===== src/design/fdc_ram.sv =====
// Generic simple dual-port RAM with registered read (read returns old data).
module fdc_ram #(
  parameter  int WIDTH = 8,
  parameter  int DEPTH = 2,
  localparam int AW    = (DEPTH > 1) ? $clog2(DEPTH) : 1
) (
  input  logic             clk,
  input  logic             we,
  input  logic [AW-1:0]    waddr,
  input  logic [WIDTH-1:0] wdata,
  input  logic [AW-1:0]    raddr,
  output logic [WIDTH-1:0] rdata
);

  logic [WIDTH-1:0] mem [DEPTH];

  always_ff @(posedge clk) begin
    if (we) begin
      mem[waddr] <= wdata;
    end
    rdata <= mem[raddr];
  end

endmodule


===== config.mk =====
export PLATFORM = sky130hd
export DESIGN_NAME = fdc_ram
export DESIGN_NICKNAME = d
export VERILOG_FILES = /design/src/design/fdc_ram.sv
export SDC_FILE = /design/constraint.sdc
export NUM_CORES = 1
export LEC_CHECK = 0
export ABC_AREA = 1
export BUFFER_PORTS_ARGS = -buffer_cell sky130_fd_sc_hd__buf_2
export CORE_ASPECT_RATIO = 0.9
export CORE_MARGIN = 10
export CORE_UTILIZATION = 52
export CTS_CLUSTER_DIAMETER = 100
export DETAILED_ROUTE_END_ITERATION = 16
export PLACE_DENSITY = 0.75
export SETUP_SLACK_MARGIN = 0.15
export SLEW_MARGIN = 0
export SYNTH_ARGS = -nofsm -noshare
export SYNTH_HDL_FRONTEND = slang
export SYNTH_SLANG_ARGS = --single-unit

===== constraint.sdc =====
create_clock -name clk -period 2.2 [get_ports clk]
set_clock_uncertainty 0.2 [all_clocks]
set_input_delay 0.22 -clock clk [delete_from_list [all_inputs] [get_ports clk]]
set_output_delay 0.22 -clock clk [all_outputs]
set_load 0.02 [all_outputs]

==> impl_summary.md <==
Outcome
The flow ran to the end, and the final reports show no timing, DRC or antenna violations.

Yosys
During synthesis, Yosys emitted a total of 0 warnings. The count of cell types in the netlist is 7. In this run the cell area of the synthesized design comes to about 760 sq um.

After synthesis the netlist holds a flip-flop and latch count of 24. The portion of the post-synthesis area used by sequential elements is between 80% and 90%. In the synthesized netlist, the number of instances is 54.

The mean instance size in the synthesized netlist is 14.1 sq um. The post-synth net total is 66.

Timing
Setup repair after global routing left no endpoint under its margin. The setup violation total in the final timing report is 0. The final hold slack is ~0.024 ns. In the finished design, the share of the clock period the worst path needs comes to a little under three fifths. The timing-limited maximum frequency is 0.825 GHz.

The actual transition at the worst max-transition pin is just over 0.6 ns. Setup total negative slack on the finished layout was measured at 0 ns. The max-slew violation count is 0. After layout, the minimum clock period comes to between 1 and 1.5 ns. The final hold violation count was 0. The worst-case headroom to the max-slew limit is 59.5%.

Setup path
The cell with the largest stage delay on the worst path is sky130_fd_sc_hd__dfxtp_1. STA puts the critical path data required time at about 1.8 ns. The longest individual stage delay on the worst path is 0.34 ns. The largest fanout of any net on the critical path is 1. Broken down by cell family, the worst path's largest delay share belongs to flip-flops. Data arrives at the worst endpoint at 0.79 ns. The type of element launching the critical path is a flip-flop. Setup slack on the worst reg-to-reg path comes out at between 1 and 1.5 ns. The critical path in this run is classified as reg2out.

Measured in cells, the most critical reg-to-reg path has a length of 2. STA classifies the critical path endpoint as an output pin. In this run the number of cells on the critical path is 1.

Traced cell by cell, the critical path runs through buf_2. The number of buffer and inverter instances along the worst setup path is 1.

Drt
Once detail routing completed, the nets flagged for antenna violations numbered 0. For this block, the routed nets add up to 1.19 mm of wire. After detailed routing, the number of remaining DRC violations is 0.

The DRC violation total after the first TritonRoute iteration is 4. The first detailed-routing pass took 2 iterations. The routed layout has about 440 vias. Dividing the detail-routed via count by the number of cells gives around 4.5. After detailed routing, the average wire length per cell comes to 12.2 microns.

CTS
No sink is reached through more buffers than the 2 on the longest clock path. Clock latency on the worst-skew pair, taken at its later pin, is roughly 0.30 ns. The tree is rooted in a sky130_fd_sc_hd__clkbuf_4. CTS built an H-tree with a depth of 1. The number of buffers created by CTS is 3. After clock tree synthesis, the flow added hold-fix buffers numbering 8. The clock-pin transition on the worst setup and hold timing paths is 0.12 ns.

TritonCTS built the clock tree. After clock tree synthesis, the setup repair step added 0 buffers. Post-CTS repair changed the size of 0 cells.

The number of sinks handled by clock tree synthesis is 24.

Floorplanning
The floorplan step defined a core boundary enclosing ~0.0014 sq mm. The die extent in y is ~56 microns. The initial core utilization is 53.8%. The floorplan row count is 13. The die is roughly 60 microns wide.

The die area is between 0.003 and 0.004 sq mm. Pin placement for this block handled 20 I/O pins.

Layout
The antenna cell count is 0. The layout has 96 filler cells. The final layout contains a little under 100 nets. The synthesis-to-layout area growth is 27.0%. In the final layout, the share of cells above drive strength 1 is around 28%.

Power and ir drop
Cell internal power was estimated by the tool at ~600 uW. The worst ir drop on vdd is approximately 0.51 mV. In this run, flip-flops and latches consume approximately 67% of the power.

The power spent charging and discharging nets is between 150 and 200 uW. The share of total power dissipated in combinational logic is between 9 and 10%. The clock network accounts for between 20 and 25% of the total power. The leakage power summed over all cells is roughly 0.43 nW. Power spread over the standard cell area amounts to between 800 and 900 mW/mm^2. Net switching is a little over a fifth of the power.

Placed design
The global placer's final weighted congestion is about 0.7. Detailed placement finished with a half-perimeter wire length of ~780 microns. The number of buffers added on ports is 19.

Global route
The initial antenna violation count is 0. The maximum number of pins on one net before global-route repair is 13. Summed over all layers, the global routing overflow is 0.

The via count of the first global-routing pass is 452. In the global route stage, overall resource usage came out at under 10%. The first-pass GRT wire length is around 1.8 mm.

Worst hold path
The path class of the tightest hold or removal check is in2reg. The worst hold path passes through 3 cells.

Run
Across the run, the number of max-cap violations was 0.
## worst paths after layout
kind / startpoint / end
hold reg to reg: mem[0][4] / rdata[4]
hold / removal: raddr / rdata[2]
setup / recovery: rdata[1] / rdata[1]
setup reg to reg: mem[1][7] / rdata[7]
## final cells by class
| type | count | area [sq um] | share of cell area [%] |
|---|---|---|---|
| Inverter | 3 | 11.3 | 1.17 |
| Sequential cell | 24 | 641 | 66.3 |
| Multi-Input combinational cell | 26 | 97.6 | 10.1 |
| Tap cell | 15 | 18.8 | 1.94 |
| Clock buffer | 3 | 22.5 | 2.33 |
| Timing Repair Buffer | 27 | 175 | 18.1 |
## placed cells by master, fill, tap and decap left out, drive strengths merged
cell          n
buf          19
clkbuf        3
dfxtp         8
dlygate4sd3   8
edfxtp       16
inv           3
nand2        25
nor2          1
## kinds of logic after synthesis
| logic type | Yosys count | share of synthesized area, % |
|---|---|---|
| buf+inv | 4 | 2.96 |
| flops | 24 | 84.2 |
| simple gates | 26 | 12.8 |
## registers in the layout, indices dropped and copies added (netlist names)
signal and cells:
mem 16, rdata 8
## metrics by stage
step	total power, mW	area, sq um	std cells	utilization [%]	setup WS [ns]
global route	0.816	966	98	68.3	0.929
CTS	0.780	966	98	68.3	0.996
floorplan	0.571	761	54	-	1.02
global placement	0.597	863	87	61.0	0.828
detailed placement	0.598	863	87	61.0	0.804
finish	0.779	966	98	68.3	0.988
## cell usage after synthesis
| library cell | instances | share of area (%) |
|---|---|---|
| sky130_fd_sc_hd__nor2_1 | 1 | 0.49 |
| sky130_fd_sc_hd__nand2_1 | 25 | 12 |
| sky130_fd_sc_hd__buf_6 | 1 | 1.5 |
| sky130_fd_sc_hd__edfxtp_1 | 16 | 63 |
| sky130_fd_sc_hd__inv_1 | 2 | 0.99 |
| sky130_fd_sc_hd__dfxtp_1 | 8 | 21 |
| sky130_fd_sc_hd__inv_2 | 1 | 0.49 |
## per-layer routing
metal	track usage (%)	up-vias	part of all wire, %
li1	-	234	-
met1	7.38	197	37
met2	12.1	13	54
met3	2.70	0	9.4
met4	2.88	0	0
met5	0	-	0
## power groups by stage
| stage | sequential, mW | clock [mW] | combinational (mW) |
|---|---|---|---|
| 2_1_floorplan | 0.550 | 0 | 0.0208 |
| 3_3_place_gp | 0.532 | 0 | 0.0644 |
| 3_5_place_dp | 0.533 | 0 | 0.0657 |
| 4_1_cts | 0.522 | 0.181 | 0.0767 |
| 5_1_grt | 0.525 | 0.206 | 0.0838 |
| 6_report | 0.523 | 0.180 | 0.0760 |
No activity file was read; power rests on OpenSTA's default activity.
