==> src/design/fdc_pkg.sv <==
// Shared types, codes and defaults for the floppy disk controller.
package fdc_pkg;

  localparam int DRIVES_DEF       = 2;
  localparam int TRACKS_DEF       = 77;
  localparam int SECTORS_DEF      = 32;
  localparam int SECTOR_BYTES_DEF = 137;

  // result queue depth, also the limit on items in flight
  localparam int OQ_DEPTH = 8;

  typedef enum logic [2:0] {
    OP_SELECT = 3'd0,
    OP_STATUS = 3'd1,
    OP_FUNC   = 3'd2,
    OP_SECTOR = 3'd3,
    OP_DREAD  = 3'd4,
    OP_DWRITE = 3'd5
  } op_t;

  // bit positions in the select and function bytes
  localparam int SEL_IGNORE_BIT = 7;
  localparam int FN_STEP_IN     = 0;
  localparam int FN_STEP_OUT    = 1;
  localparam int FN_WR_ENABLE   = 7;

  localparam logic [7:0] STAT_TRACK_NZ = 8'h40;
  localparam logic [7:0] NO_DRIVE_BYTE = 8'hFF;

  // request from the drive state unit to the disk image stage
  typedef struct packed {
    logic       vld;
    logic       mrd;
    logic       mwr;
    logic [7:0] rbyte;
    logic [7:0] wbyte;
  } disk_req_t;

  function automatic int wbits(input int v);
    return (v > 1) ? $clog2(v) : 1;
  endfunction

endpackage

==> src/design/fdc_ofifo.sv <==
// Result queue between the pipeline and the output channel.
module fdc_ofifo import fdc_pkg::*; #(
  parameter int DEPTH = OQ_DEPTH
) (
  input  logic       clk,
  input  logic       rst,
  input  logic       push,
  input  logic [7:0] din,
  input  logic       pop,
  output logic       nonempty,
  output logic [7:0] dout
);

  localparam int PW = wbits(DEPTH);
  localparam int CW = $clog2(DEPTH + 1);
  localparam logic [PW-1:0] PTR_LAST = PW'(DEPTH - 1);

  logic [7:0]    mem [DEPTH];
  logic [PW-1:0] wptr;
  logic [PW-1:0] rptr;
  logic [CW-1:0] cnt;

  assign nonempty = (cnt != '0);
  assign dout     = mem[rptr];

  always_ff @(posedge clk) begin
    if (rst) begin
      wptr <= '0;
      rptr <= '0;
      cnt  <= '0;
    end else begin
      if (push) begin
        wptr <= (wptr == PTR_LAST) ? '0 : wptr + PW'(1);
      end
      if (pop) begin
        rptr <= (rptr == PTR_LAST) ? '0 : rptr + PW'(1);
      end
      case ({push, pop})
        2'b10:   cnt <= cnt + CW'(1);
        2'b01:   cnt <= cnt - CW'(1);
        default: cnt <= cnt;
      endcase
    end
    if (push) begin
      mem[wptr] <= din;
    end
  end

  a_no_overflow: assert property (@(posedge clk) disable iff (rst)
    push && !pop |-> cnt != CW'(DEPTH))
    else $error("result queue overflow");

  a_no_underflow: assert property (@(posedge clk) disable iff (rst)
    pop |-> cnt != '0)
    else $error("result queue underflow");

endmodule

==> config.mk <==
export PLATFORM = sky130hd
export DESIGN_NAME = fdc_ofifo
export DESIGN_NICKNAME = d
export VERILOG_FILES = /design/src/design/fdc_pkg.sv /design/src/design/fdc_ofifo.sv
export SDC_FILE = /design/constraint.sdc
export NUM_CORES = 1
export LEC_CHECK = 0
export ABC_CLOCK_PERIOD_IN_PS = 1930
export BUFFER_PORTS_ARGS = -buffer_cell sky130_fd_sc_hd__buf_2
export CORE_MARGIN = 2
export CORE_UTILIZATION = 59
export CTS_CLUSTER_SIZE = 20
export DETAILED_ROUTE_END_ITERATION = 7
export PLACE_DENSITY = 0.78
export RECOVER_POWER = 100
export SYNTH_ARGS = -nofsm -noshare
export SYNTH_HDL_FRONTEND = slang
export SYNTH_SLANG_ARGS = --single-unit
==> constraint.sdc <==
create_clock -name clk -period 1.93 [get_ports clk]
set_input_delay 0.4825 -clock clk [delete_from_list [all_inputs] [get_ports clk]]
set_output_delay 0.4825 -clock clk [all_outputs]
set_load 0.03 [all_outputs]
==> flow_summary.toml, run 1 <==
[die]
rows = 26
coreArea_sq_um = 5110
die_area_sq_um = 5880
initial_core_util_pct = 61.0
die_x_um = 76.7
die_h_um = 76.7
pin_count = 21

[sta]
skew_ns = 0.00784
hold_viol = 0
report.final.slew_viol_count = 0
setup_viol = 8
worst_pin_slew_ns = 0.657
timing.final.ws_setup_ns = -0.353
relSlewSlack_pct = 56.2
post-route-min-period_ns = 2.28
max_freq_mhz = 438
rsz0062_at_grt = "yes"
fin_crit_sh_pct = 118
whs_ns = 0.464

[place]
gp_congestion = 0.711
place_ws_ns = -0.138
placedCellCount = 264
port_buffers = 20
dp_hpwl_um = 3420

[synth]
ys.flop_type = "edfxtp_1"
yosysWarnings = 0
syn_area_per_cell_sq_um = 18.8
synthesis.area_sq_um = 3120
ys_seq_elements = 77
seq_area_frac_synth_pct = 70.0
synthDistinctLibCells = 27
synth_nets = 185
synth_enable_flop_cells = 64
synthCells = 166
synthArstFlopShare_pct = 0

[layout]
fin_cells = 280
drive_gt1_share_pct = 25.7
synthToLayoutAreaGrowth_pct = 13.8
fin_nets = 225
multi_input_area_sq_um = 855
seq_area_sq_um = 2190
diodes = 0
fillers = 367

[routing]
vias = 1609
wl_per_cell_um = 19.5
drt-total-wl_um = 5460
antenna_left = 0
viasPerCell = 5.75
first_pass_iters = 5
drc_errors = 0
drt_iter0_drc = 117

[flow_run]
maxCapViolCount = 0

[grt]
grt_pass1_vias = 1646
use_met1_pct = 26.2
antenna_found_initial = 0
grt_max_degree = 17
busiest_layer = "met2"
use_met2_pct = 33.8
overflow = 0
met3_usage_pct = 5.29
track_usage_pct = 20.4
grt_pass1_wl_um = 8700

[pwr]
peakVddDrop_uv = 609
p_per_area_nw_per_um2 = 908
power_leakage_uw = 0.00122
p_total_uw = 3220

[critical_path]
cp.required_ns = 1.45
path_class = "flip-flop to primary output"
critPathMaxFanout = 8
cp.arrival_ns = 1.80
end_kind = "primary output"
critPathLaunchType = "flip-flop"

[clocking]
cts.reportedPaths.clkPinSlew_ns = 0.07
cts_root_buf = "clkbuf_8"
cts_tree = "built"
clk_latency_ns = 0.33
cts_max_level = 3
numCtsBuffers = 9
clock_path_buffers = 2
cts.sinks = 77

[min_path]
hp-class = "input pin to flip-flop"

[run_status]
violations = "setup timing"
status = "finished, violations left"
-- final timing paths --
kind                   startpoint                    to  slack (ns)  depth (start not counted)
max                     flip-flop               dout[6]       -0.35                          4
max reg2reg  wptr[2]$_SDFFE_PP0P_   mem[3][1]$_DFFE_PP_        0.39                          3
min                           rst   cnt[2]$_SDFFE_PP0P_        0.46                          2
min reg2reg  wptr[0]$_SDFFE_PP0P_  wptr[0]$_SDFFE_PP0P_        0.54                          2
-- registers in the layout, summed over array words and instances (netlist names), named ones only --
name and cells:
rptr 3, cnt 4, wptr 3, mem 64
-- Yosys cell counts (2+ instances only) --
cell,number,area share [%]
a21oi_1,7,1.1
mux2_2,9,3.3
ha_1,7,2.8
xor2_1,3,0.84
edfxtp_1,64,62
inv_1,2,0.24
nand2b_1,4,0.80
dfxtp_1,13,8.3
nor2_1,17,2.0
mux2i_1,4,1.3
nor3_1,3,0.48
mux4_1,15,13
clkbuf_1,2,0.24
nand2_1,3,0.36
-- layout by cell type, fill, tap and decap left out, types with 4 or more instances in the layout --
| cell type | count |
|---|---|
| clkbuf_1 | 20 |
| edfxtp_1 | 64 |
| ha_1 | 7 |
| mux2_4 | 8 |
| dfxtp_1 | 11 |
| clkbuf_8 | 9 |
| mux4_2 | 16 |
| nand2b_1 | 4 |
| nor2_1 | 17 |
| buf_6 | 8 |
| mux2i_1 | 4 |
| a21oi_1 | 7 |
-- cell families after synthesis --
logic type / Yosys count / synth area share, %
buffers and inverters: 8 / 1.77
XOR/XNOR: 3 / 0.843
AND/OR/NAND/NOR: 33 / 5.14
AO/OA/AOI/OAI: 9 / 1.56
adder cells (fa/ha/maj): 7 / 2.81
multiplexers: 29 / 17.9
flip-flops: 77 / 70.0
-- power by group --
| group | internal, uW | total (uW) | switching, uW |
|---|---|---|---|
| sequential | 1850 | 1890 | 34.9 |
| combinational | 196 | 396 | 200 |
| clock | 445 | 939 | 493 |
| total | 2490 | 3220 | 728 |
-- per-layer routing --
metal / vias to the layer above / part of all wire, %
met3: 10 / 4.5
met1: 822 / 43
li1: 732 / -
met4: 0 / 1.2
met2: 45 / 51
met5: - / 0
-- cell type report --
cell class / count / area share, %
clock inverters: 4 / 0.459
repair buffers: 35 / 7.41
flip-flops and latches: 77 / 61.7
inverters: 2 / 0.212
well taps: 70 / 2.47
multi-input cells: 81 / 24.1
clock buffers: 11 / 3.70
-- worst max-delay path, stage by stage, from the launching register on --
cell and delay (ns):
dfxtp_4 0.39, buf_12 0.15, mux4_2 0.51, mux2_4 0.29
buf_6 0.14
-- metrics by stage --
stage          instance area (sq um)  util (%)  setup TNS, ns
3_5_place_dp                    3390      66.3         -0.889
3_3_place_gp                    3390      66.3         -0.473
6_report                        3550      69.5          -2.72
2_1_floorplan                   3120         -              0
4_1_cts                         3590      70.3          -2.96
5_1_grt                         3550      69.5          -3.25
-- timing repair --
item,in CTS,in global routing
hold buffers,0,0
endpoints found under the setup margin,8,9
hold endpoints to repair,0,0
setup buffers,0,0
resized for setup,42,1
cloned,1,0
Power figures use the tool's default switching activity.
==> inputs of run 2 (changes only) <==
--- a/config.mk
+++ b/config.mk
@@ -11,8 +11,10 @@
 export CORE_UTILIZATION = 59
 export CTS_CLUSTER_SIZE = 20
 export DETAILED_ROUTE_END_ITERATION = 7
+export GPL_TIMING_DRIVEN = 0
 export PLACE_DENSITY = 0.78
 export RECOVER_POWER = 100
 export SYNTH_ARGS = -nofsm -noshare
 export SYNTH_HDL_FRONTEND = slang
 export SYNTH_SLANG_ARGS = --single-unit
+export TNS_END_PERCENT = 10
==> constraint.sdc (replaced) <==
create_clock -name clk -period 1.93 [get_ports clk]
set_input_delay 0.386 -clock clk [delete_from_list [all_inputs] [get_ports clk]]
set_output_delay 0.386 -clock clk [all_outputs]
set_load 0.03 [all_outputs]
==> flow_summary.toml, run 2 (synthesis results as in run 1) <==
[run_status]
status = "finished, violations left"
violations = "setup timing"

[pwr]
power_leakage_uw = 0.00124
p_per_area_nw_per_um2 = 953
peakVddDrop_uv = 525

[clocking]
cts.reportedPaths.clkPinSlew_ns = 0.07
numCtsBuffers = 9
clock_path_buffers = 2
cts_root_buf = "clkbuf_8"
cts_max_level = 3
clk_latency_ns = 0.34
cts_tree = "built"
cts.sinks = 77

[grt]
grt_pass1_vias = 1671
antenna_found_initial = 0
track_usage_pct = 20.0
grt_max_degree = 13
grt_pass1_wl_um = 8490
overflow = 0

[place]
gp_congestion = 0.675
place_ws_ns = -0.280
port_buffers = 20
dp_hpwl_um = 3400

[layout]
layout_commonest_cell = "edfxtp_1"
largest-register = "mem"
fin_nets = 219
drive_gt1_share_pct = 24.4
largest_registers = "mem x64, cnt x4"
largest_reg_flops = 64
diodes = 0
synthToLayoutAreaGrowth_pct = 14.3
final_cell_mix = "64 x edfxtp_1, 17 x nor2_1, 15 x clkbuf_1"

[sta]
report.final.slew_viol_count = 0
setup_viol = 8
fin_crit_sh_pct = 118
relSlewSlack_pct = 40.5
whs_ns = 0.398
skew_ns = 0.00519
worst_pin_slew_ns = 0.889
max_freq_mhz = 439
timing.final.ws_setup_ns = -0.348
hold_viol = 0
rsz0062_at_grt = "yes"
post-route-min-period_ns = 2.28

[routing]
drt-total-wl_um = 5460
viasPerCell = 5.77
drt_iter0_drc = 131
antenna_left = 0
wl_per_cell_um = 19.9
first_pass_iters = 4
drc_errors = 0
vias = 1586

[critical_path]
end_kind = "primary output"
critPathMaxFanout = 5
critPathLaunchType = "flip-flop"
cp.arrival_ns = 1.89
path_class = "flip-flop to primary output"
cp.required_ns = 1.54

[die]
pin_count = 21
die_area_sq_um = 5880
die_x_um = 76.7
initial_core_util_pct = 61.0
die_h_um = 76.7
coreArea_sq_um = 5110
rows = 26

[flow_run]
maxCapViolCount = 0

[min_path]
hp-class = "input pin to flip-flop"
## run 2: area by class of cell
type | instances | area [sq um]
flip-flops and latches | 77 | 2180
fillers | 350 | 1540
multi-input cells | 81 | 867
clock buffers | 16 | 191
repair buffers | 24 | 179
well taps | 70 | 87.6
plain buffers | 5 | 46.3
inverters | 2 | 7.51
## run 2: worst paths after layout
check | start | endpoint | slack [ns] | cells past startpoint
setup / recovery | flip-flop | dout[7] | -0.35 | 5
hold / removal | din[0] | mem[5][0]$_DFFE_PP_ | 0.40 | 1
setup reg to reg | wptr[0]$_SDFFE_PP0P_ | mem[1][1]$_DFFE_PP_ | 0.25 | 3
hold reg to reg | wptr[0]$_SDFFE_PP0P_ | wptr[0]$_SDFFE_PP0P_ | 0.56 | 2
## run 2: power breakdown
group | internal [uW] | switching (uW)
clock | 619 | 514
combinational | 182 | 197
sequential | 1850 | 35.4
total | 2650 | 746
## run 2: what timing repair did
| item | in CTS | in global routing |
|---|---|---|
| resized for setup | 21 | 9 |
| hold buffers | 0 | 0 |
| setup buffers | 2 | 0 |
| endpoints found under the setup margin | 16 | 8 |
| cloned | 0 | 1 |
## run 2: per-layer routing
layer,global-route usage [%],vias up,part of all wire [%]
met2,33.5,48,51
met3,5.65,12,6.0
li1,-,729,-
met4,7.64,0,1.8
met1,25.0,797,41
met5,0,-,0
## run 2: worst max-delay path, stage by stage, from the launching register on
cell and delay (ns):
dfxtp_2 0.32, buf_6 0.13, clkbuf_16 0.16, mux4_2 0.52, mux2_4 0.29, buf_6 0.14
## run 2: metrics by stage
stage / util (%) / power [uW] / std cells / cell area, sq um / setup TNS [ns]
finish: 69.8 / 3400 / 275 / 3560 / -2.59
CTS: 69.5 / 3400 / 273 / 3550 / -2.87
global placement: 64.7 / 2230 / 256 / 3310 / -3.33
detailed placement: 64.7 / 2250 / 256 / 3310 / -5.35
global route: 69.8 / 3510 / 275 / 3560 / -3.15
floorplan: - / 2150 / 166 / 3120 / 0
