<file path="config.mk">
export PLATFORM = sky130hd
export DESIGN_NAME = fdc_drv
export DESIGN_NICKNAME = d
export VERILOG_FILES = /design/src/design/fdc_pkg.sv /design/src/design/fdc_ram.sv /design/src/design/fdc_drv.sv
export SDC_FILE = /design/constraint.sdc
export NUM_CORES = 1
export LEC_CHECK = 0
export ABC_AREA = 0
export BUFFER_PORTS_ARGS = -buffer_cell sky130_fd_sc_hd__buf_2
export CORE_ASPECT_RATIO = 1.2
export CORE_MARGIN = 2
export CORE_UTILIZATION = 35
export CTS_BUF_LIST = sky130_fd_sc_hd__clkbuf_8
export CTS_CLUSTER_DIAMETER = 200
export DETAILED_ROUTE_END_ITERATION = 7
export GPL_ROUTABILITY_DRIVEN = 0
export SETUP_SLACK_MARGIN = 0.4
export SYNTH_ARGS = -nofsm -noshare
export SYNTH_HDL_FRONTEND = slang
export SYNTH_SLANG_ARGS = --single-unit
</file>
<file path="constraint.sdc">
create_clock -name clk -period 8.9 [get_ports clk]
set_input_delay 1.78 -clock clk [delete_from_list [all_inputs] [get_ports clk]]
set_output_delay 1.78 -clock clk [all_outputs]
set_load 0.005 [all_outputs]
</file>
<file path="src/design/fdc_pkg.sv">
// Shared types, codes and defaults for the floppy disk controller.
package fdc_pkg;

  localparam int DRIVES_DEF       = 2;
  localparam int TRACKS_DEF       = 77;
  localparam int SECTORS_DEF      = 32;
  localparam int SECTOR_BYTES_DEF = 137;

  // result queue depth, also the limit on items in flight
  localparam int OQ_DEPTH = 8;

  typedef enum logic [2:0] {
    OP_SELECT = 3'd0,
    OP_STATUS = 3'd1,
    OP_FUNC   = 3'd2,
    OP_SECTOR = 3'd3,
    OP_DREAD  = 3'd4,
    OP_DWRITE = 3'd5
  } op_t;

  // bit positions in the select and function bytes
  localparam int SEL_IGNORE_BIT = 7;
  localparam int FN_STEP_IN     = 0;
  localparam int FN_STEP_OUT    = 1;
  localparam int FN_WR_ENABLE   = 7;

  localparam logic [7:0] STAT_TRACK_NZ = 8'h40;
  localparam logic [7:0] NO_DRIVE_BYTE = 8'hFF;

  // request from the drive state unit to the disk image stage
  typedef struct packed {
    logic       vld;
    logic       mrd;
    logic       mwr;
    logic [7:0] rbyte;
    logic [7:0] wbyte;
  } disk_req_t;

  function automatic int wbits(input int v);
    return (v > 1) ? $clog2(v) : 1;
  endfunction

endpackage

</file>
<file path="src/design/fdc_ram.sv">
// Generic simple dual-port RAM with registered read (read returns old data).
module fdc_ram #(
  parameter  int WIDTH = 8,
  parameter  int DEPTH = 2,
  localparam int AW    = (DEPTH > 1) ? $clog2(DEPTH) : 1
) (
  input  logic             clk,
  input  logic             we,
  input  logic [AW-1:0]    waddr,
  input  logic [WIDTH-1:0] wdata,
  input  logic [AW-1:0]    raddr,
  output logic [WIDTH-1:0] rdata
);

  logic [WIDTH-1:0] mem [DEPTH];

  always_ff @(posedge clk) begin
    if (we) begin
      mem[waddr] <= wdata;
    end
    rdata <= mem[raddr];
  end

endmodule

</file>
<file path="src/design/fdc_drv.sv">
// Per-drive state unit: state RAM read, update, write-back and disk address.
module fdc_drv import fdc_pkg::*; #(
  parameter  int DRIVES       = DRIVES_DEF,
  parameter  int TRACKS       = TRACKS_DEF,
  parameter  int SECTORS      = SECTORS_DEF,
  parameter  int SECTOR_BYTES = SECTOR_BYTES_DEF,
  localparam int AW           = wbits(DRIVES * TRACKS * SECTORS * SECTOR_BYTES)
) (
  input  logic          clk,
  input  logic          rst,
  input  logic          acc,
  input  op_t           op,
  input  logic [7:0]    data,
  input  logic [3:0]    sel,
  input  logic [AW-1:0] base,
  output disk_req_t     req,
  output logic [AW-1:0] req_addr
);

  localparam int DB    = TRACKS * SECTORS * SECTOR_BYTES;
  localparam int TSTEP = SECTORS * SECTOR_BYTES;
  localparam int OW    = wbits(DB);
  localparam int DIW   = wbits(DRIVES);

  localparam logic [6:0]    TRK_LAST = 7'(TRACKS - 1);
  localparam logic [4:0]    SEC_LAST = 5'(SECTORS - 1);
  localparam logic [4:0]    NDRV     = 5'(DRIVES);
  localparam logic [OW-1:0] TB_STEP  = OW'(TSTEP);
  localparam logic [OW-1:0] SB_STEP  = OW'(SECTOR_BYTES);
  localparam logic [OW-1:0] DB_LAST  = OW'(DB - 1);
  localparam logic [OW:0]   DB_W     = (OW+1)'(DB);

  // tbase = trk*TSTEP, sbase = sec*SECTOR_BYTES, pmod = pos mod DB, kept incrementally
  typedef struct packed {
    logic [6:0]    trk;
    logic [OW-1:0] tbase;
    logic [4:0]    sec;
    logic [OW-1:0] sbase;
    logic [15:0]   pos;
    logic [OW-1:0] pmod;
  } dstate_t;

  logic                s1_vld;
  op_t                 s1_op;
  logic [7:0]          s1_data;
  logic [DIW-1:0]      s1_idx;
  logic                s1_present;
  logic [AW-1:0]       s1_base;

  logic [DRIVES-1:0]   vld;
  logic                fwd_vld;
  logic [DIW-1:0]      fwd_idx;
  dstate_t             fwd_data;

  logic [$bits(dstate_t)-1:0] rd_raw;
  dstate_t             cur;
  dstate_t             nxt;
  logic                dwe;
  logic                mrd;
  logic                mwr;
  logic [7:0]          rb;
  logic [OW:0]         osum;
  logic [OW:0]         owrap;
  logic [AW-1:0]       addr;

  fdc_ram #(
    .WIDTH ($bits(dstate_t)),
    .DEPTH (DRIVES)
  ) u_dram (
    .clk   (clk),
    .we    (dwe),
    .waddr (s1_idx),
    .wdata (nxt),
    .raddr (sel[DIW-1:0]),
    .rdata (rd_raw)
  );

  always_ff @(posedge clk) begin
    if (rst) begin
      s1_vld <= 1'b0;
    end else begin
      s1_vld <= acc;
    end
    s1_op      <= op;
    s1_data    <= data;
    s1_idx     <= sel[DIW-1:0];
    s1_present <= {1'b0, sel} < NDRV;
    s1_base    <= base;
  end

  // state written at the edge that issued this read is not yet in the RAM output
  always_comb begin
    if (fwd_vld && fwd_idx == s1_idx) begin
      cur = fwd_data;
    end else if (vld[s1_idx]) begin
      cur = dstate_t'(rd_raw);
    end else begin
      cur = '0;
    end
  end

  always_comb begin
    osum  = {1'b0, cur.tbase} + {1'b0, cur.sbase} + {1'b0, cur.pmod};
    owrap = (osum >= DB_W) ? osum - DB_W : osum;
    addr  = s1_base + AW'(owrap);
  end

  always_comb begin
    nxt = cur;
    dwe = 1'b0;
    mrd = 1'b0;
    mwr = 1'b0;
    rb  = 8'h00;
    case (s1_op)
      OP_STATUS: begin
        if (!s1_present) begin
          rb = NO_DRIVE_BYTE;
        end else if (cur.trk != 7'd0) begin
          rb = STAT_TRACK_NZ;
        end
      end
      OP_FUNC: begin
        if (s1_present) begin
          dwe = s1_vld;
          if (s1_data[FN_STEP_IN]) begin
            if (cur.trk == TRK_LAST) begin
              nxt.trk   = 7'd0;
              nxt.tbase = '0;
            end else begin
              nxt.trk   = cur.trk + 7'd1;
              nxt.tbase = cur.tbase + TB_STEP;
            end
          end
          if (s1_data[FN_STEP_OUT] && nxt.trk != 7'd0) begin
            nxt.trk   = nxt.trk - 7'd1;
            nxt.tbase = nxt.tbase - TB_STEP;
          end
          if (s1_data[FN_WR_ENABLE]) begin
            nxt.pos  = 16'd0;
            nxt.pmod = '0;
          end
        end
      end
      OP_SECTOR: begin
        if (s1_present) begin
          dwe = s1_vld;
          if (cur.sec == SEC_LAST) begin
            nxt.sec   = 5'd0;
            nxt.sbase = '0;
          end else begin
            nxt.sec   = cur.sec + 5'd1;
            nxt.sbase = cur.sbase + SB_STEP;
          end
          nxt.pos  = 16'd0;
          nxt.pmod = '0;
          rb       = {2'b00, nxt.sec, 1'b0};
        end else begin
          rb = NO_DRIVE_BYTE;
        end
      end
      OP_DREAD, OP_DWRITE: begin
        if (s1_present) begin
          dwe     = s1_vld;
          mrd     = (s1_op == OP_DREAD);
          mwr     = (s1_op == OP_DWRITE);
          nxt.pos = cur.pos + 16'd1;
          // position wraps at 16 bits, which also resets its residue
          if (cur.pos == 16'hFFFF || cur.pmod == DB_LAST) begin
            nxt.pmod = '0;
          end else begin
            nxt.pmod = cur.pmod + OW'(1);
          end
        end else if (s1_op == OP_DREAD) begin
          rb = NO_DRIVE_BYTE;
        end
      end
      default: begin
      end
    endcase
  end

  always_ff @(posedge clk) begin
    if (rst) begin
      vld     <= '0;
      fwd_vld <= 1'b0;
      req.vld <= 1'b0;
    end else begin
      if (dwe) begin
        vld[s1_idx] <= 1'b1;
      end
      fwd_vld <= dwe;
      req.vld <= s1_vld;
    end
    fwd_idx   <= s1_idx;
    fwd_data  <= nxt;
    req.mrd   <= mrd;
    req.mwr   <= mwr;
    req.rbyte <= rb;
    req.wbyte <= s1_data;
    req_addr  <= addr;
  end

endmodule

</file>
==> flow_results.org <==
** STA
- The worst path uses 88.29% of the clock period.
- Total negative slack :: 0 ns
- The number of slew-limit violations in the final report came to 0.
- The smallest clock period supported by the final layout is computed as 7.858 ns.
- Clock skew on the completed layout was measured at 0.04439 ns.
- RSZ-0062 raised after global routing :: false
- Hold Fails Final Rpt :: 0
- Headroom to the max-slew limit came out at 18.81%.
- Final number of setup-violating endpoints :: 0
- PnR worst setup slack :: 1.042 ns
- Slew at the pin closest to its max-slew limit :: 1.218 ns
- For this run, the top clock speed supported by timing is 0.1273 GHz.

** Synth
- Counting every instance in the synthesized netlist gives 1730.
- In this run the cell area of the synthesized design comes to 18850 um^2.
- Proportion of synthesized chip area in sequential cells :: 53.22%
- Dividing the synthesized area by the synthesized cell count gives 10.89 um^2.
- Yosys mapped a number of flops with a built-in enable equal to 170.
- Leading register cell type out of synthesis :: dfxtp_1
- Ys Warns :: 0
- In this run, synthesis produced a sequential element count of 416.
- Counting every net in the synthesized netlist gives 1842.
- Count of unique library cells instantiated by Yosys :: 98
- Ys async rst share :: 0%

** Route
- Summing over every cut layer, the via total after detailed routing is 13520.
- 1st-pass router iterations :: 5
- The detail route stage leaves a number of antenna-violating nets equal to 0.
- Summed over all layers, the routed wires come to 44950 um.
- DRC marker count from the first detailed-route iteration :: 784
- Using the TritonRoute via totals, the vias-per-cell ratio works out to 5.201.
- In the final routed layout, each cell accounts on average for 17.30 um.
- For this run, design rule violations remaining after detail routing come to 0.

** Power and ir drop
- For this design the static power due to leakage is 8.718 nW.
- The worst-case IR drop observed on VDD is 0.1202 mV.
- Pwr Density :: 188.6 nW/um^2

** CTS
- TritonCTS built the clock tree.
- The clock passes through at most 3 buffers.
- Number of CTS-inserted buffers :: 72
- CTS clk-pin slew, worst paths :: 0.06 ns
- Buffers inserted to repair hold after CTS numbered 0.
- The clock tree synthesis step divided the H-tree into 3 levels.
- In this run the clock root is driven by a clkbuf_8.
- CTS Sinks :: 416
- The clock reaches the later pin of the worst-skew pair after 0.65 ns.

** Cells and area
- The filler cells instantiated in the layout total 5120.
- Area added between synthesis and finish :: 14.84%
- Final standard cell count with taps included and fillers excluded :: 2599
- The post-route netlist has 19.08% of its cells at a drive strength greater than 1.
- 0 antenna diodes ended up in the layout.
- The finished cells cover 21640 um^2.
- Nets@finish :: 1939

** Place
- Post-placement worst setup slack :: 0.4699 ns
- Detailed placement ended at an HPWL of 29060 um.
- In this run, placement finished with an instance count of 2461.
- Once placement finished, the instance area stood at 19960 um^2.
- Buffers placed on the I/O ports in this run total 76.

** Setup path
- At the worst endpoint, the arrival time is 8.37 ns.
- CP Capture Type :: flip-flop
- STA classifies the critical path startpoint as a flip-flop.
- Critical path peak fanout :: 15
- Reg-to-reg critical path startpoint :: s1_idx$_DFF_P_
- Setup slack of the worst register-to-register path :: 1.04 ns
- In this run the critical register-to-register path is captured at req_addr[18]$_DFF_P_.
- Req. time, crit path :: 9.42 ns
- The number of cells on the worst reg-to-reg path is 27.
- The setup path with the least slack is of type flip-flop to flip-flop.

** Global route
- The via count of the first global-routing pass is 13930.
- Total global routing overflow :: 0
- Global routing used 16.03% of the available tracks.
- Initial antenna violation count :: 0
- Maximum number of pins on one net before global-route repair :: 75
- The first global-routing pass estimated 72330 um of wire.

** Die
- Chip width :: 215.8 um
- The die covers 55730 um^2.
- Starting density of the core :: 35.29%
- The floorplan step defined a core boundary enclosing 53410 um^2.
- I/O pin count :: 77
- Std-Cell Rows :: 93
- Die Span Y :: 258.2 um

** Worst hold path
- The worst hold path passes through 0 cells.
- The worst hold path belongs to the class flip-flop to flip-flop.
- The worst hold path begins at s1_data[3]$_DFF_P_.
- The worst hold path terminates at req[3]$_DFF_P_.

** Run
- Max-cap violations in this run came to 0.

** Status
- The flow ran to the end, and the final reports show no timing, DRC or antenna violations.
[worst max path at each step]
| stage | to | cells past startpoint | from | slack (ns) |
|---|---|---|---|---|
| 4_1_cts | req_addr[18]$_DFF_P_ | 26 | s1_idx$_DFF_P_ | 0.41 |
| 6_report | req_addr[18]$_DFF_P_ | 27 | s1_idx$_DFF_P_ | 1.04 |
| 2_1_floorplan | req_addr[18]$_DFF_P_ | 33 | s1_idx$_DFF_P_ | 1.76 |
| 5_1_grt | req_addr[18]$_DFF_P_ | 27 | s1_idx$_DFF_P_ | 0.42 |
| 3_5_place_dp | req_addr[18]$_DFF_P_ | 24 | s1_idx$_DFF_P_ | 0.47 |
| 3_3_place_gp | req_addr[18]$_DFF_P_ | 24 | s1_idx$_DFF_P_ | 0.72 |
[layout make-up]
cell class	instances	area, um^2	area share (%)
Sequential cell	416	10030	46.34
Timing Repair Buffer	101	570.5	2.636
Multi-Input combinational cell	1164	8258	38.15
Clock buffer	97	1335	6.168
Inverter	72	270.3	1.249
Tap cell	712	890.9	4.116
Clock inverter	37	290.3	1.341
[routing by layer]
metal,routed length (um),track usage [%]
met5,0,0
met4,1155,6.092
met3,2268,3.192
met2,22330,28.52
met1,19200,19.00
[sequential cells by signal, indices dropped and copies added, names as in the netlist]
name          flops
s1_base          20
req              18
s1_present        1
vld               2
u_dram.mem      170
s1_data           8
s1_idx            1
req_addr         20
fwd_idx           1
fwd_vld           1
s1_vld            1
fwd_data         85
s1_op             3
u_dram.rdata     85
[metrics by stage]
step,utilization (%),total power [mW],hold WS [ns]
3_5_place_dp,37.37,2.218,0.3150
3_3_place_gp,37.37,2.216,0.3123
4_1_cts,40.41,4.137,0.3210
2_1_floorplan,-,2.163,0.3096
5_1_grt,40.53,4.243,0.3270
6_report,40.53,4.082,0.3146
[logic make-up after synthesis]
group | after synthesis | share of synthesized area, %
flip-flops | 416 | 53.22
XOR/XNOR | 100 | 4.727
adder cells (fa/ha/maj) | 74 | 5.630
AND/OR/NAND/NOR | 513 | 13.73
AO/OA/AOI/OAI | 372 | 13.24
multiplexers | 103 | 6.074
buffers and inverters | 152 | 3.379
[synth_stat cells, types with 20 or more instances]
cell type / count / area share, %
dfxtp_1: 246 / 26
nor2_1: 106 / 2.1
o21ai_0: 55 / 1.5
a21oi_1: 103 / 2.7
edfxtp_1: 170 / 27
clkbuf_1: 48 / 0.96
nand3_1: 74 / 2.0
o22ai_1: 25 / 0.83
ha_1: 56 / 3.7
inv_1: 69 / 1.4
mux2_2: 86 / 5.1
nand2_1: 130 / 2.6
a31oi_1: 29 / 0.96
buf_2: 20 / 0.53
nor3_1: 36 / 0.96
xnor2_1: 56 / 2.6
xor2_1: 42 / 2.0
and3_1: 67 / 2.2
[cells in the final DEF, fill, tap and decap left out, drive strengths merged, types with 16 or more instances in the layout]
cell    instances
a31oi          30
ha             56
nor2          109
mux2           88
clkbuf         97
o22ai          25
o21ai          81
dfxtp         246
edfxtp        170
a21o           20
inv            93
buf           101
and3           67
a21oi         107
fa             18
xnor2          58
nor4           16
nand3          75
nand2         131
nor3           41
xor2           43
[power breakdown]
part	total (mW)	internal [mW]	switching, mW	leakage [nW]
registers	2.02	2.01	0.0158	3.69
logic	0.159	0.0655	0.0938	4.12
clock network	1.90	1.10	0.802	0.901
total	4.08	3.17	0.912	8.72
[critical path: stages (launching register included)]
cell       delay [ns]
dfxtp_1          0.72
xor2_2           0.27
nor2_4           0.49
buf_4            0.35
nand2_1          0.08
o21ai_1          0.14
inv_1            0.14
fa_1             0.51
inv_1            0.05
ha_1             0.37
a21o_1           0.20
a2111o_1         0.40
a21o_1           0.20
a2111o_1         0.41
o311ai_1         0.21
nand2_1          0.11
o211ai_1         0.38
a21oi_4          0.19
nor2_1           0.15
xor2_1           0.09
ha_1             0.23
or3_1            0.41
o211ai_1         0.26
a31oi_1          0.17
and4_1           0.23
a2111oi_1        0.62
a21oi_1          0.17
xor2_1           0.16
[repair_timing]
action	CTS	global route
gates resized for setup	0	4
setup buffers	0	2
setup endpoints to repair	0	5
(Power assumes the default switching activity.)
